## src/sv/servo_trajectory_interpolator_assert.svh

```systemverilog
// ----------------------------------------------------------------------------
// Servo trajectory interpolator assertion macros
// Shared property forms for the interpolator and its serial arithmetic unit.
// ----------------------------------------------------------------------------
`ifndef SERVO_TRAJECTORY_INTERPOLATOR_ASSERT_SVH
`define SERVO_TRAJECTORY_INTERPOLATOR_ASSERT_SVH

// Condition holds at every edge out of reset.
`define STI_ASSERT_ALWAYS(lbl, clk, rst, cond, msg) \
  lbl: assert property (@(posedge clk) disable iff (rst) (cond)) else $error(msg);

// Antecedent implies consequent in the same cycle.
`define STI_ASSERT_SAME(lbl, clk, rst, ante, cons, msg) \
  lbl: assert property (@(posedge clk) disable iff (rst) (ante) |-> (cons)) else $error(msg);

// Antecedent implies consequent in the next cycle.
`define STI_ASSERT_NEXT(lbl, clk, rst, ante, cons, msg) \
  lbl: assert property (@(posedge clk) disable iff (rst) (ante) |=> (cons)) else $error(msg);

`endif

```

## src/sv/sti_pkg.sv

```systemverilog
// ----------------------------------------------------------------------------
// Servo trajectory interpolator package
// Field widths and the request/response bundles of the serial mul/div unit.
// ----------------------------------------------------------------------------
package sti_pkg;

  localparam int ANG_W  = 15;  // angle, 1/64 degree, signed
  localparam int DUR_W  = 16;  // move duration, ms
  localparam int TIME_W = 32;  // free-running time, ms
  localparam int ID_W   = 8;   // servo id on the input side
  localparam int OID_W  = 5;   // servo id on the output side

  // item kinds on the input side
  typedef enum logic [0:0] {
    SET_TARGET = 1'b0,
    TICK       = 1'b1
  } servo_cmd_t;

  typedef struct packed {
    logic             start;
    logic [DUR_W-1:0] mcand;    // |goal - start|
    logic [DUR_W-1:0] mplier;   // elapsed time, below the duration
    logic [DUR_W-1:0] divisor;  // move duration
  } md_req_t;

  typedef struct packed {
    logic             done;
    logic [DUR_W-1:0] quot;
  } md_rsp_t;

endpackage

```

## src/sv/servo_trajectory_interpolator.sv

```systemverilog
// A set-target item is stored, or its result registered, in the set state
// after it is accepted, and the input is ready again once that is done.
// A tick scans the channels in order; each active channel is compared and,
// unless it has landed, goes through 16 multiply steps and 16 divide steps
// in the serial unit before it is emitted; one item at a time.
// Reset clears all channels to angle zero and inactive, output empty.
// ----------------------------------------------------------------------------
// Servo trajectory interpolator
// Per-channel linear moves from the current angle to a target over a duration.
// ----------------------------------------------------------------------------
module servo_trajectory_interpolator
  import sti_pkg::*;
#(
  parameter int NUM_SERVOS = 8
) (
  input  logic        clk,
  input  logic        rst,
  input  logic        s_axis_tvalid,
  output logic        s_axis_tready,
  input  logic [71:0] s_axis_tdata,   // servo_id, target_angle, duration_ms, now_ms
  input  logic [0:0]  s_axis_tuser,   // command
  output logic        m_axis_tvalid,
  input  logic        m_axis_tready,
  output logic [23:0] m_axis_tdata,   // servo_id_out, angle_out
  output logic [0:0]  m_axis_tuser,   // finished
  output logic        m_axis_tlast
);

  localparam int CH_W = (NUM_SERVOS > 1) ? $clog2(NUM_SERVOS) : 1;
  localparam logic [CH_W-1:0] CH_LAST = CH_W'(NUM_SERVOS - 1);

  localparam logic [2:0] ST_IDLE = 3'd0;
  localparam logic [2:0] ST_SET  = 3'd1;
  localparam logic [2:0] ST_SCAN = 3'd2;
  localparam logic [2:0] ST_CMP  = 3'd3;
  localparam logic [2:0] ST_WAIT = 3'd4;
  localparam logic [2:0] ST_EMIT = 3'd5;

  logic [2:0]            state;
  logic [CH_W-1:0]       ch;
  logic [NUM_SERVOS-1:0] active;
  logic [NUM_SERVOS-1:0] pend;
  logic [ANG_W-1:0]      current_angle [NUM_SERVOS];
  logic [ANG_W-1:0]      start_angle   [NUM_SERVOS];
  logic [ANG_W-1:0]      goal_angle    [NUM_SERVOS];
  logic [TIME_W-1:0]     start_time    [NUM_SERVOS];
  logic [DUR_W-1:0]      move_duration [NUM_SERVOS];

  logic [ID_W-1:0]   id_r;
  logic [ANG_W-1:0]  tgt_r;
  logic [DUR_W-1:0]  dur_r;
  logic [TIME_W-1:0] now_r;
  logic [TIME_W-1:0] elapsed;
  logic              neg;
  logic [ANG_W-1:0]  res_angle;
  logic              res_fin;

  logic              out_valid;
  logic [OID_W-1:0]  out_id;
  logic [ANG_W-1:0]  out_angle;
  logic              out_fin;
  logic              out_last;

  md_req_t md_req;
  md_rsp_t md_rsp;

  logic                  in_acc;
  logic                  out_free;
  logic                  id_ok;
  logic [CH_W-1:0]       id_idx;
  logic [NUM_SERVOS-1:0] chan_bit;
  logic                  is_last;
  logic                  set_now;
  logic                  set_sched;
  logic                  emit;
  logic                  land;
  logic [DUR_W-1:0]      diff;
  logic [DUR_W-1:0]      diff_mag;
  logic [DUR_W-1:0]      q_signed;
  logic [DUR_W-1:0]      interp;

  assign s_axis_tready = (state == ST_IDLE);
  assign in_acc        = s_axis_tvalid && s_axis_tready;
  assign out_free      = !out_valid || m_axis_tready;
  assign id_ok         = {1'b0, id_r} < (ID_W + 1)'(NUM_SERVOS);
  assign id_idx        = id_r[CH_W-1:0];
  assign chan_bit      = NUM_SERVOS'(1) << ch;
  assign is_last       = (pend & ~chan_bit) == '0;
  assign set_now       = (state == ST_SET) && id_ok && (dur_r == '0) && out_free;
  assign set_sched     = (state == ST_SET) && id_ok && (dur_r != '0);
  assign emit          = (state == ST_EMIT) && out_free;
  assign land          = (elapsed >= {{(TIME_W - DUR_W){1'b0}}, move_duration[ch]})
                         || (move_duration[ch] == '0);

  assign diff     = {goal_angle[ch][ANG_W-1], goal_angle[ch]}
                    - {start_angle[ch][ANG_W-1], start_angle[ch]};
  assign diff_mag = diff[DUR_W-1] ? -diff : diff;
  assign q_signed = neg ? -md_rsp.quot : md_rsp.quot;
  assign interp   = {start_angle[ch][ANG_W-1], start_angle[ch]} + q_signed;

  assign md_req.start   = (state == ST_CMP) && !land;
  assign md_req.mcand   = diff_mag;
  assign md_req.mplier  = elapsed[DUR_W-1:0];
  assign md_req.divisor = move_duration[ch];

  sti_muldiv u_muldiv (
    .clk (clk),
    .rst (rst),
    .req (md_req),
    .rsp (md_rsp)
  );

  // control, channel flags and current angles
  always_ff @(posedge clk) begin
    if (rst) begin
      state     <= ST_IDLE;
      ch        <= '0;
      active    <= '0;
      pend      <= '0;
      out_valid <= 1'b0;
      for (int i = 0; i < NUM_SERVOS; i++) begin
        current_angle[i] <= '0;
      end
    end else begin
      if (m_axis_tready) begin
        out_valid <= 1'b0;
      end
      case (state)
        ST_IDLE: begin
          if (in_acc) begin
            ch <= '0;
            if (s_axis_tuser[0] == TICK) begin
              pend  <= active;
              state <= ST_SCAN;
            end else begin
              state <= ST_SET;
            end
          end
        end
        ST_SET: begin
          if (!id_ok) begin
            state <= ST_IDLE;
          end else if (dur_r != '0) begin
            active[id_idx] <= 1'b1;
            state          <= ST_IDLE;
          end else if (out_free) begin
            current_angle[id_idx] <= tgt_r;
            active[id_idx]        <= 1'b0;
            out_valid             <= 1'b1;
            state                 <= ST_IDLE;
          end
        end
        ST_SCAN: begin
          if (pend[ch]) begin
            state <= ST_CMP;
          end else if (ch == CH_LAST) begin
            state <= ST_IDLE;
          end else begin
            ch <= ch + 1'b1;
          end
        end
        ST_CMP: begin
          state <= land ? ST_EMIT : ST_WAIT;
        end
        ST_WAIT: begin
          if (md_rsp.done) begin
            state <= ST_EMIT;
          end
        end
        ST_EMIT: begin
          if (out_free) begin
            current_angle[ch] <= res_angle;
            if (res_fin) begin
              active[ch] <= 1'b0;
            end
            pend[ch]  <= 1'b0;
            out_valid <= 1'b1;
            if (is_last || ch == CH_LAST) begin
              state <= ST_IDLE;
            end else begin
              ch    <= ch + 1'b1;
              state <= ST_SCAN;
            end
          end
        end
        default: state <= ST_IDLE;
      endcase
    end
  end

  // move records, latched item and result payload
  always_ff @(posedge clk) begin
    if (in_acc) begin
      id_r  <= s_axis_tdata[7:0];
      tgt_r <= s_axis_tdata[22:8];
      dur_r <= s_axis_tdata[38:23];
      now_r <= s_axis_tdata[70:39];
    end
    if (set_sched) begin
      start_angle[id_idx]   <= current_angle[id_idx];
      goal_angle[id_idx]    <= tgt_r;
      start_time[id_idx]    <= now_r;
      move_duration[id_idx] <= dur_r;
    end
    if (state == ST_SCAN) begin
      elapsed <= now_r - start_time[ch];
    end
    if (state == ST_CMP) begin
      neg       <= diff[DUR_W-1];
      res_angle <= goal_angle[ch];
      res_fin   <= land;
    end
    if (state == ST_WAIT && md_rsp.done) begin
      res_angle <= interp[ANG_W-1:0];
    end
    if (set_now) begin
      out_id    <= id_r[OID_W-1:0];
      out_angle <= tgt_r;
      out_fin   <= 1'b1;
      out_last  <= 1'b1;
    end else if (emit) begin
      out_id    <= OID_W'(ch);
      out_angle <= res_angle;
      out_fin   <= res_fin;
      out_last  <= is_last;
    end
  end

  assign m_axis_tvalid   = out_valid;
  assign m_axis_tdata    = {4'b0000, out_angle, out_id};
  assign m_axis_tuser[0] = out_fin;
  assign m_axis_tlast    = out_last;

`include "servo_trajectory_interpolator_assert.svh"

  `STI_ASSERT_ALWAYS(a_pend_active, clk, rst, (pend & ~active) == '0, "pending channel not active")
  `STI_ASSERT_NEXT(a_last_idle, clk, rst, emit && is_last, state == ST_IDLE, "walk continued after last")
  `STI_ASSERT_SAME(a_wait_start, clk, rst, md_req.start, state == ST_CMP && active[ch], "divide on idle channel")

endmodule

```

## src/sv/sti_muldiv.sv

```systemverilog
// ----------------------------------------------------------------------------
// Serial multiply-divide unit
// Computes (mcand * mplier) / divisor one bit per cycle: 16 shift-add steps,
// then 16 restoring-division steps on the same shift register.
// ----------------------------------------------------------------------------
module sti_muldiv
  import sti_pkg::*;
(
  input  logic    clk,
  input  logic    rst,
  input  md_req_t req,
  output md_rsp_t rsp
);

  localparam int        CNT_W    = $clog2(DUR_W);
  localparam logic [1:0] PH_IDLE = 2'd0;
  localparam logic [1:0] PH_MUL  = 2'd1;
  localparam logic [1:0] PH_DIV  = 2'd2;

  logic [1:0]       phase;
  logic [CNT_W-1:0] cnt;
  logic             done;
  logic [DUR_W:0]   rem;      // high half of the product, then remainder
  logic [DUR_W-1:0] quo;      // low half of the product, then quotient
  logic [DUR_W-1:0] mcand;
  logic [DUR_W-1:0] divisor;

  logic [DUR_W:0]   sum;
  logic [DUR_W:0]   trial;
  logic             fits;

  assign sum   = rem + (quo[0] ? {1'b0, mcand} : '0);
  assign trial = {rem[DUR_W-1:0], quo[DUR_W-1]};
  assign fits  = trial >= {1'b0, divisor};

  always_ff @(posedge clk) begin
    if (rst) begin
      phase <= PH_IDLE;
      cnt   <= '0;
      done  <= 1'b0;
    end else begin
      done <= 1'b0;
      case (phase)
        PH_IDLE: begin
          if (req.start) begin
            phase <= PH_MUL;
            cnt   <= '0;
          end
        end
        PH_MUL: begin
          cnt <= cnt + 1'b1;
          if (cnt == CNT_W'(DUR_W - 1)) begin
            phase <= PH_DIV;
          end
        end
        PH_DIV: begin
          cnt <= cnt + 1'b1;
          if (cnt == CNT_W'(DUR_W - 1)) begin
            phase <= PH_IDLE;
            done  <= 1'b1;
          end
        end
        default: phase <= PH_IDLE;
      endcase
    end
  end

  always_ff @(posedge clk) begin
    case (phase)
      PH_IDLE: begin
        if (req.start) begin
          rem     <= '0;
          quo     <= req.mplier;
          mcand   <= req.mcand;
          divisor <= req.divisor;
        end
      end
      PH_MUL: begin
        // add and shift the product right by one
        rem <= {1'b0, sum[DUR_W:1]};
        quo <= {sum[0], quo[DUR_W-1:1]};
      end
      PH_DIV: begin
        // shift in the next dividend bit, subtract when it fits
        rem <= fits ? (trial - {1'b0, divisor}) : trial;
        quo <= {quo[DUR_W-2:0], fits};
      end
      default: ;
    endcase
  end

  assign rsp.done = done;
  assign rsp.quot = quo;

`include "servo_trajectory_interpolator_assert.svh"

  `STI_ASSERT_SAME(a_start_idle, clk, rst, req.start, phase == PH_IDLE, "start while busy")
  `STI_ASSERT_NEXT(a_done_pulse, clk, rst, done, !done, "done longer than one cycle")
  `STI_ASSERT_SAME(a_rem_bound, clk, rst, phase == PH_DIV, rem < {1'b0, divisor}, "remainder out of range")

endmodule

```

## config.mk

```make
export PLATFORM = sky130hd
export DESIGN_NAME = servo_trajectory_interpolator
export DESIGN_NICKNAME = d
export VERILOG_FILES = /design/src/sv/sti_pkg.sv /design/src/sv/servo_trajectory_interpolator.sv /design/src/sv/sti_muldiv.sv
export VERILOG_INCLUDE_DIRS = /design/src /design/src/sv
export SDC_FILE = /design/constraint.sdc
export NUM_CORES = 1
export LEC_CHECK = 0
export ABC_AREA = 1
export BUFFER_PORTS_ARGS = -buffer_cell sky130_fd_sc_hd__clkbuf_2
export CORE_ASPECT_RATIO = 1.5
export CORE_MARGIN = 4
export CORE_UTILIZATION = 25
export DETAILED_ROUTE_END_ITERATION = 16
export PLACE_DENSITY_LB_ADDON = 0.2
export SYNTH_ARGS = -nofsm -noshare
export SYNTH_HDL_FRONTEND = slang
export SYNTH_SLANG_ARGS = --single-unit
```

## constraint.sdc

```tcl
create_clock -name clk -period 8.71 [get_ports clk]
set_input_delay 1.742 -clock clk [delete_from_list [all_inputs] [get_ports clk]]
set_output_delay 1.742 -clock clk [all_outputs]
set_load 0.02 [all_outputs]
```

## Yosys cells after proc, flatten, opt, wreduce, memory -nomap -nowiden

Memory sizes are Yosys's and may differ from the RTL's. A register that Yosys moved wholly into a read port is not among the register bits.
Cells that the tools add are included.

- $add $sub $neg: 9
- $lt $le $gt $ge: 7
- Equality and inequality tests: 24
- Shift-type cells: 1
- Multiplexer cells: 88
- Bitwise operators: 9
- Reductions and logical operators: 40

Operators with widths:

| cell | count |
|---|---|
| 15-bit 2-to-1 mux | 8 |
| 3-bit 2-to-1 mux | 24 |
| 8-bit 2-to-1 mux | 8 |
| 17-bit one-hot mux with 3 select lines | 1 |
| 16-bit one-hot mux with 3 select lines | 1 |
| 17-bit 2-to-1 mux | 2 |
| 8-bit AND | 4 |
| 32-bit by 16-bit >= comparator with 1-bit output | 1 |
| 16-bit logical NOT | 2 |
| 16-bit 2-to-1 mux | 2 |
| 8-bit one-hot mux with 2 select lines | 2 |
| 32-bit subtractor | 1 |
| 15-bit OR reduction | 2 |
| 1-bit 2-to-1 mux | 24 |
| 8-bit inverter | 3 |
| 3-bit one-hot mux with 6 select lines | 1 |
| 17-bit adder | 1 |
| 17-bit by 16-bit >= comparator with 1-bit output | 1 |
| 17-bit by 16-bit subtractor with 17-bit output | 1 |
| 16-bit negator | 1 |
| 16-bit nonzero test | 1 |
| 15-bit by 15-bit subtractor with 16-bit output | 1 |
| 15-bit adder | 1 |
| 15-bit negator | 1 |
| other kinds (42) | 84 |

- Flip-flop bits (word level): 237
- RAM bits: 744
- Input bits: 77
- Output and inout port bits: 28
- Logic and storage cells: 208
- Memories: 5

Memories:

| name | words | width | rd ports | clocked after Yosys merged registers in | wr ports | RTL line | source |
|---|---|---|---|---|---|---|---|
| start_time | 8 | 32 | 1 | 1 | 1 | servo_trajectory_interpolator.sv:46 | `logic [TIME_W-1:0] start_time [NUM_SERVOS];` |
| move_duration | 8 | 16 | 1 | 1 | 1 | servo_trajectory_interpolator.sv:47 | `logic [DUR_W-1:0] move_duration [NUM_SERVOS];` |
| current_angle | 8 | 15 | 1 | 1 | 8 | servo_trajectory_interpolator.sv:43 | `logic [ANG_W-1:0] current_angle [NUM_SERVOS];` |
| goal_angle | 8 | 15 | 1 | 1 | 1 | servo_trajectory_interpolator.sv:45 | `logic [ANG_W-1:0] goal_angle [NUM_SERVOS];` |
| start_angle | 8 | 15 | 1 | 1 | 1 | servo_trajectory_interpolator.sv:44 | `logic [ANG_W-1:0] start_angle [NUM_SERVOS];` |

## Longest topological paths before layout

- Word-level depth: 11
- Depth in mapped cells: 28
- Mapped depth without buffers: 24

## Cells and area by module

A second synthesis with hierarchy kept.

- Cells, all modules: 4,359
- Area total of the unflattened synthesis: 46,031.6 sq um

By module, submodules not included:

| module | times used | cells each | area each (sq um) | sequential area each (sq um) |
|---|---|---|---|---|
| servo_trajectory_interpolator | 1 | 3,683 | 40,707.8 | 27,166.1 |
| sti_muldiv | 1 | 676 | 5,323.9 | 2,092.0 |

## Worst setup path before layout

Ideal clock, no wire load.

- Path type: reg2reg
- From: register id_r[1]
- To: memory goal_angle[2][0], enable pin
- Library setup time: 706 ps
- Arrival time: 8,317 ps
- Setup slack: -313 ps
- Stages on the path, launching flop included: 4
- Buffers on the path: 1
- Clock period less this slack: 9,023 ps
- Cell sequence: edfxtp_1 clkbuf_1 clkinv_1 nor4_1

- Longest elaborated chain between the ends: 5

RTL lines:

| item | RTL line | source |
|---|---|---|
| start: declaration | servo_trajectory_interpolator.sv:49 | `logic [ID_W-1:0] id_r;` |
| start signal: assignment | servo_trajectory_interpolator.sv:194 | `id_r <= s_axis_tdata[7:0];` |
| 8-bit by 4-bit less-than comparator with 1-bit output | servo_trajectory_interpolator.sv:85 | `assign id_ok = {1'b0, id_r} < (ID_W + 1)'(NUM_SERVOS);` |
| 1-bit logical AND (2 in series) | servo_trajectory_interpolator.sv:90 | `assign set_sched = (state == ST_SET) && id_ok && (dur_r != '0);` |
| 1-bit 2-to-1 mux | servo_trajectory_interpolator.sv:199 | `if (set_sched) begin` |
| 1-bit 2-to-1 mux (not written as such) | servo_trajectory_interpolator.sv:201 | `goal_angle[id_idx] <= tgt_r;` |
| end: declaration | servo_trajectory_interpolator.sv:45 |  |

Parallel ways exist; a longest one is shown, timed or not.

==> results_tabular.tex <==
\begin{tabular}{lr}
\hline
Metric & Value \\
\hline
\multicolumn{2}{l}{\textbf{Pwr}} \\
\quad Relative contribution of the clock network to total power & about 30\% \\
\quad Power Internal & 9.67 mW \\
\quad Switching component of the power & about 5.6 mW \\
\quad Switching part of the total power & 36.5\% \\
\quad Relative contribution of sequential cells to total power & between 30\% and 40\% \\
\quad Leakage dissipation & 19.1 nW \\
\quad Post-layout power & approximately 15 mW \\
\quad Worst-case vdd ir drop & about 160 uV \\
\quad Ratio of total power to cell area & roughly 290 nW/um2 \\
\quad Part of the total power dissipated in combinational logic & between 30\% and 40\% \\
\multicolumn{2}{l}{\textbf{Route}} \\
\quad Vias per cell & roughly 4.5 \\
\quad Vias after detailed routing & 30700 \\
\quad Routed wire length per instance & a little under 20 um \\
\quad Post-route antenna net violation count & 0 \\
\quad DRC & 0 \\
\quad Drt first pass iters & 8 \\
\quad Drt first-iter violations & between 2000 and 2500 \\
\quad Total routed wirelength & 132000 um \\
\multicolumn{2}{l}{\textbf{Synth}} \\
\quad Async set-reset flop share out of synthesis & 0\% \\
\quad Cell area after technology mapping & about 45000 um2 \\
\quad Yosys top cell by area & sky130\_fd\_sc\_hd\_\_edfxtp\_1 \\
\quad Most used flip-flop cell after synthesis & sky130\_fd\_sc\_hd\_\_edfxtp\_1 \\
\quad Cells after synthesis & around 4200 \\
\quad EDFF count, synth & 949 \\
\quad Proportion of netlist area held by the largest area contributor & 63.1\% \\
\quad Synth area leaders & sky130\_fd\_sc\_hd\_\_edfxtp\_1, sky130\_fd\_sc\_hd\_\_nor2\_1, sky130\_fd\_sc\_hd\_\_nand2\_1 \\
\quad Number of warning messages in the yosys log & 0 \\
\quad \#FFs+latches synth & 987 \\
\quad Proportion of synthesized chip area in sequential cells & between 60\% and 70\% \\
\quad Mean Syn Cell Area & roughly 11 um2 \\
\quad Post-synth cell types & between 50 and 60 \\
\multicolumn{2}{l}{\textbf{Timing}} \\
\quad Endpoints failing setup & 0 \\
\quad Number of hold violations in the final report & 0 \\
\quad RSZ-0062 raised after global routing & false \\
\quad Worst rel slew slack & approximately 29\% \\
\quad Min setup slack post-route & roughly 3.7 ns \\
\quad Fin crit period & approximately 5 ns \\
\quad Total count of max-transition violations in the final report & 0 \\
\quad Fin Clk Skew & around 0.069 ns \\
\quad Highest attainable clock frequency & around 200 MHz \\
\quad Final clock period utilization by the worst path & 57.2\% \\
\quad Slew @ Worst Pin & about 1.1 ns \\
\multicolumn{2}{l}{\textbf{Setup path}} \\
\quad Setup crit start kind & register \\
\quad Critical path data arrival time & $\sim$5.5 ns \\
\quad Largest fanout on the critical path & between 80 and 90 \\
\quad Worst EP required & slightly above 9 ns \\
\quad Category of the worst setup path capture point & register \\
\quad Category of the most critical setup path & register to register \\
\multicolumn{2}{l}{\textbf{CTS}} \\
\quad Clock input transition at the sequential cells of the worst setup and hold paths & 0.06 ns \\
\quad CTS root buf & sky130\_fd\_sc\_hd\_\_clkbuf\_16 \\
\quad Level count of the clock H-tree & 3 \\
\quad Source-to-sink clock delay at the later pin of the worst-skew pair & between 0.7 and 0.8 ns \\
\quad Post-cts gate resize count & 0 \\
\quad Post-cts hold buffer count & 0 \\
\quad CTS tree & yes \\
\quad Clock Tree Buf Depth & 3 \\
\quad Number of post-CTS setup repair buffers & 0 \\
\quad Sink Count & roughly 990 \\
\quad Number of CTS-inserted buffers & 104 \\
\multicolumn{2}{l}{\textbf{Placement}} \\
\quad Port buffer count & 99 \\
\quad Pre-CTS WS & roughly 3.7 ns \\
\quad DP HPWL & about 82000 um \\
\quad DP Area & slightly below 50000 um2 \\
\quad Weighted congestion reported at the end of routability-driven placement & 0.850 \\
\multicolumn{2}{l}{\textbf{Layout}} \\
\quad Footprint of the multi-input gates & 13800 um2 \\
\quad Share of final-layout standard cells stronger than drive strength 1 & around 8.9\% \\
\quad Area growth, synth to finish & 14.5\% \\
\quad Layout filler cell count & 18600 \\
\quad Layout Nets & 4455 \\
\quad Cell area after layout & a little over 50000 um2 \\
\quad Commonest cells after routing, fill and taps aside & sky130\_fd\_sc\_hd\_\_edfxtp\_1, sky130\_fd\_sc\_hd\_\_nor2\_1, sky130\_fd\_sc\_hd\_\_nand2\_1 \\
\quad Commonest non-fill, non-tap cell in the layout & sky130\_fd\_sc\_hd\_\_edfxtp\_1 \\
\quad Area taken by flip-flops and latches & approximately 29000 um2 \\
\multicolumn{2}{l}{\textbf{Floorplan}} \\
\quad Die area & 188000 um2 \\
\quad Die width & 355 um \\
\quad Total I/O pin count & around 110 \\
\quad \# rows & 190 \\
\quad Core region area & 179000 um2 \\
\quad Initial Utilization & around 25\% \\
\quad Die height & approximately 530 um \\
\multicolumn{2}{l}{\textbf{Job}} \\
\quad Max-capacitance violation count & 0 \\
\multicolumn{2}{l}{\textbf{GRT}} \\
\quad Pin count of the biggest net entering global routing & between 100 and 150 \\
\quad Overall global routing resource usage & 13.8\% \\
\quad Vias in the first global route & roughly 30000 \\
\quad Overflow after GRT & 0 \\
\quad Number of antenna violations at the first check in global routing & 10 \\
\quad First-pass GRT wire length & around 200000 um \\
\multicolumn{2}{l}{\textbf{Worst hold path}} \\
\quad Type of the tightest min-delay check & register to register \\
\multicolumn{2}{l}{\textbf{Status}} \\
\quad Result of the run & finished, final reports clean \\
\hline
\end{tabular}
-- final cells by class --
cell class	instances	share of cell area, %
clock buffers	115	5.15
multi-input cells	2669	26.7
repair buffers	143	1.69
inverters	347	2.54
diodes	2	0.00968
clock inverters	82	1.50
flip-flops and latches	987	56.6
well taps	2400	5.81
-- worst max-delay path, cell delays in order (launching register included) --
cell and delay (ns):
sky130_fd_sc_hd__dfxtp_4 0.39, sky130_fd_sc_hd__buf_4 0.51, sky130_fd_sc_hd__buf_4 0.86, sky130_fd_sc_hd__o21ai_0 0.21
sky130_fd_sc_hd__o22ai_1 0.20, sky130_fd_sc_hd__nor2_1 0.07, sky130_fd_sc_hd__a31oi_1 0.41, sky130_fd_sc_hd__ha_1 0.36
sky130_fd_sc_hd__a21oi_1 0.30, sky130_fd_sc_hd__o21ai_1 0.12, sky130_fd_sc_hd__nand2_1 0.08, sky130_fd_sc_hd__nand3_1 0.12
sky130_fd_sc_hd__nand2_1 0.08, sky130_fd_sc_hd__nand2_1 0.06, sky130_fd_sc_hd__nand2_1 0.10, sky130_fd_sc_hd__a21oi_4 0.09
sky130_fd_sc_hd__inv_1 0.33, sky130_fd_sc_hd__o21ai_0 0.20, sky130_fd_sc_hd__nand3_1 0.11, sky130_fd_sc_hd__nand2_1 0.05
-- worst paths after layout --
kind	to	slack, ns	cells after the start
worst max-delay path	u_muldiv.mcand[13]$_DFFE_PP_	3.72	19
worst max register to register	u_muldiv.mcand[13]$_DFFE_PP_	3.72	19
worst min register to register	register	0.46	2
worst min-delay path	register	0.46	2
-- metrics by stage --
stage | TNS (ns) | utilization (%) | std cells | hold WS [ns]
detailed placement | 0 | 26.9 | 6546 | 0.455
floorplan | -159.86 | - | 4191 | 0.434
global placement | 0 | 26.9 | 6546 | 0.455
global route | 0 | 28.9 | 6744 | 0.486
CTS | 0 | 28.9 | 6743 | 0.468
finish | 0 | 28.9 | 6745 | 0.464
-- logic make-up after synthesis --
| family | synth area share, % |
|---|---|
| xor+xnor | 1.63 |
| simple gates | 14.1 |
| other cells | 0.00830 |
| flops | 64.8 |
| compound gates | 11.1 |
| buf+inv | 4.82 |
| fa+ha+maj | 3.57 |
-- registers in the layout, indices dropped and copies added, names as in the netlist, 2 cells and up, named ones only --
register / flops
ch: 3
current_angle: 120
dur_r: 16
elapsed: 32
goal_angle: 120
id_r: 8
move_duration: 128
now_r: 32
out_angle: 15
out_id: 5
pend: 8
res_angle: 15
start_angle: 120
start_time: 256
state: 3
tgt_r: 15
u_muldiv.cnt: 4
u_muldiv.divisor: 16
u_muldiv.mcand: 16
u_muldiv.phase: 2
u_muldiv.quo: 16
u_muldiv.rem: 17
-- synthesized netlist by cell type, types with 7 or more instances --
master	count
sky130_fd_sc_hd__edfxtp_1	949
sky130_fd_sc_hd__nor2_1	693
sky130_fd_sc_hd__nand2_1	635
sky130_fd_sc_hd__o21ai_0	450
sky130_fd_sc_hd__inv_1	333
sky130_fd_sc_hd__a21oi_1	155
sky130_fd_sc_hd__ha_1	121
sky130_fd_sc_hd__clkbuf_1	120
sky130_fd_sc_hd__nand3_1	117
sky130_fd_sc_hd__o22ai_1	94
sky130_fd_sc_hd__xor2_1	56
sky130_fd_sc_hd__o221ai_1	48
sky130_fd_sc_hd__buf_2	47
sky130_fd_sc_hd__a31oi_1	42
sky130_fd_sc_hd__dfxtp_1	38
sky130_fd_sc_hd__o21ai_1	38
sky130_fd_sc_hd__nor3_1	30
sky130_fd_sc_hd__xnor2_1	28
sky130_fd_sc_hd__nand4_1	17
sky130_fd_sc_hd__nand2_2	14
sky130_fd_sc_hd__nor4_1	12
sky130_fd_sc_hd__nand3b_1	11
sky130_fd_sc_hd__buf_4	10
sky130_fd_sc_hd__o211ai_1	10
sky130_fd_sc_hd__or2_2	10
sky130_fd_sc_hd__a211oi_1	9
sky130_fd_sc_hd__a21o_1	9
sky130_fd_sc_hd__buf_6	9
sky130_fd_sc_hd__inv_2	8
sky130_fd_sc_hd__nor2_4	7
-- routing by layer --
layer	up-vias	GRT usage (%)	part of all wire, %
met4	4	4.38	2.7
met1	15100	17.7	44
li1	14800	-	-
met3	169	1.89	4.0
met5	-	0	0.021
met2	581	24.0	49
-- power by group through the flow --
| stage | registers, mW | logic (mW) | clock network (mW) |
|---|---|---|---|
| detailed placement | 6.14 | 4.77 | 0 |
| CTS | 6.04 | 4.79 | 4.64 |
| finish | 6.03 | 4.71 | 4.49 |
| floorplan | 5.97 | 3.39 | 0 |
| global placement | 6.14 | 4.75 | 0 |
| global route | 6.07 | 5.34 | 4.82 |
No activity file was read; power rests on OpenSTA's default activity.
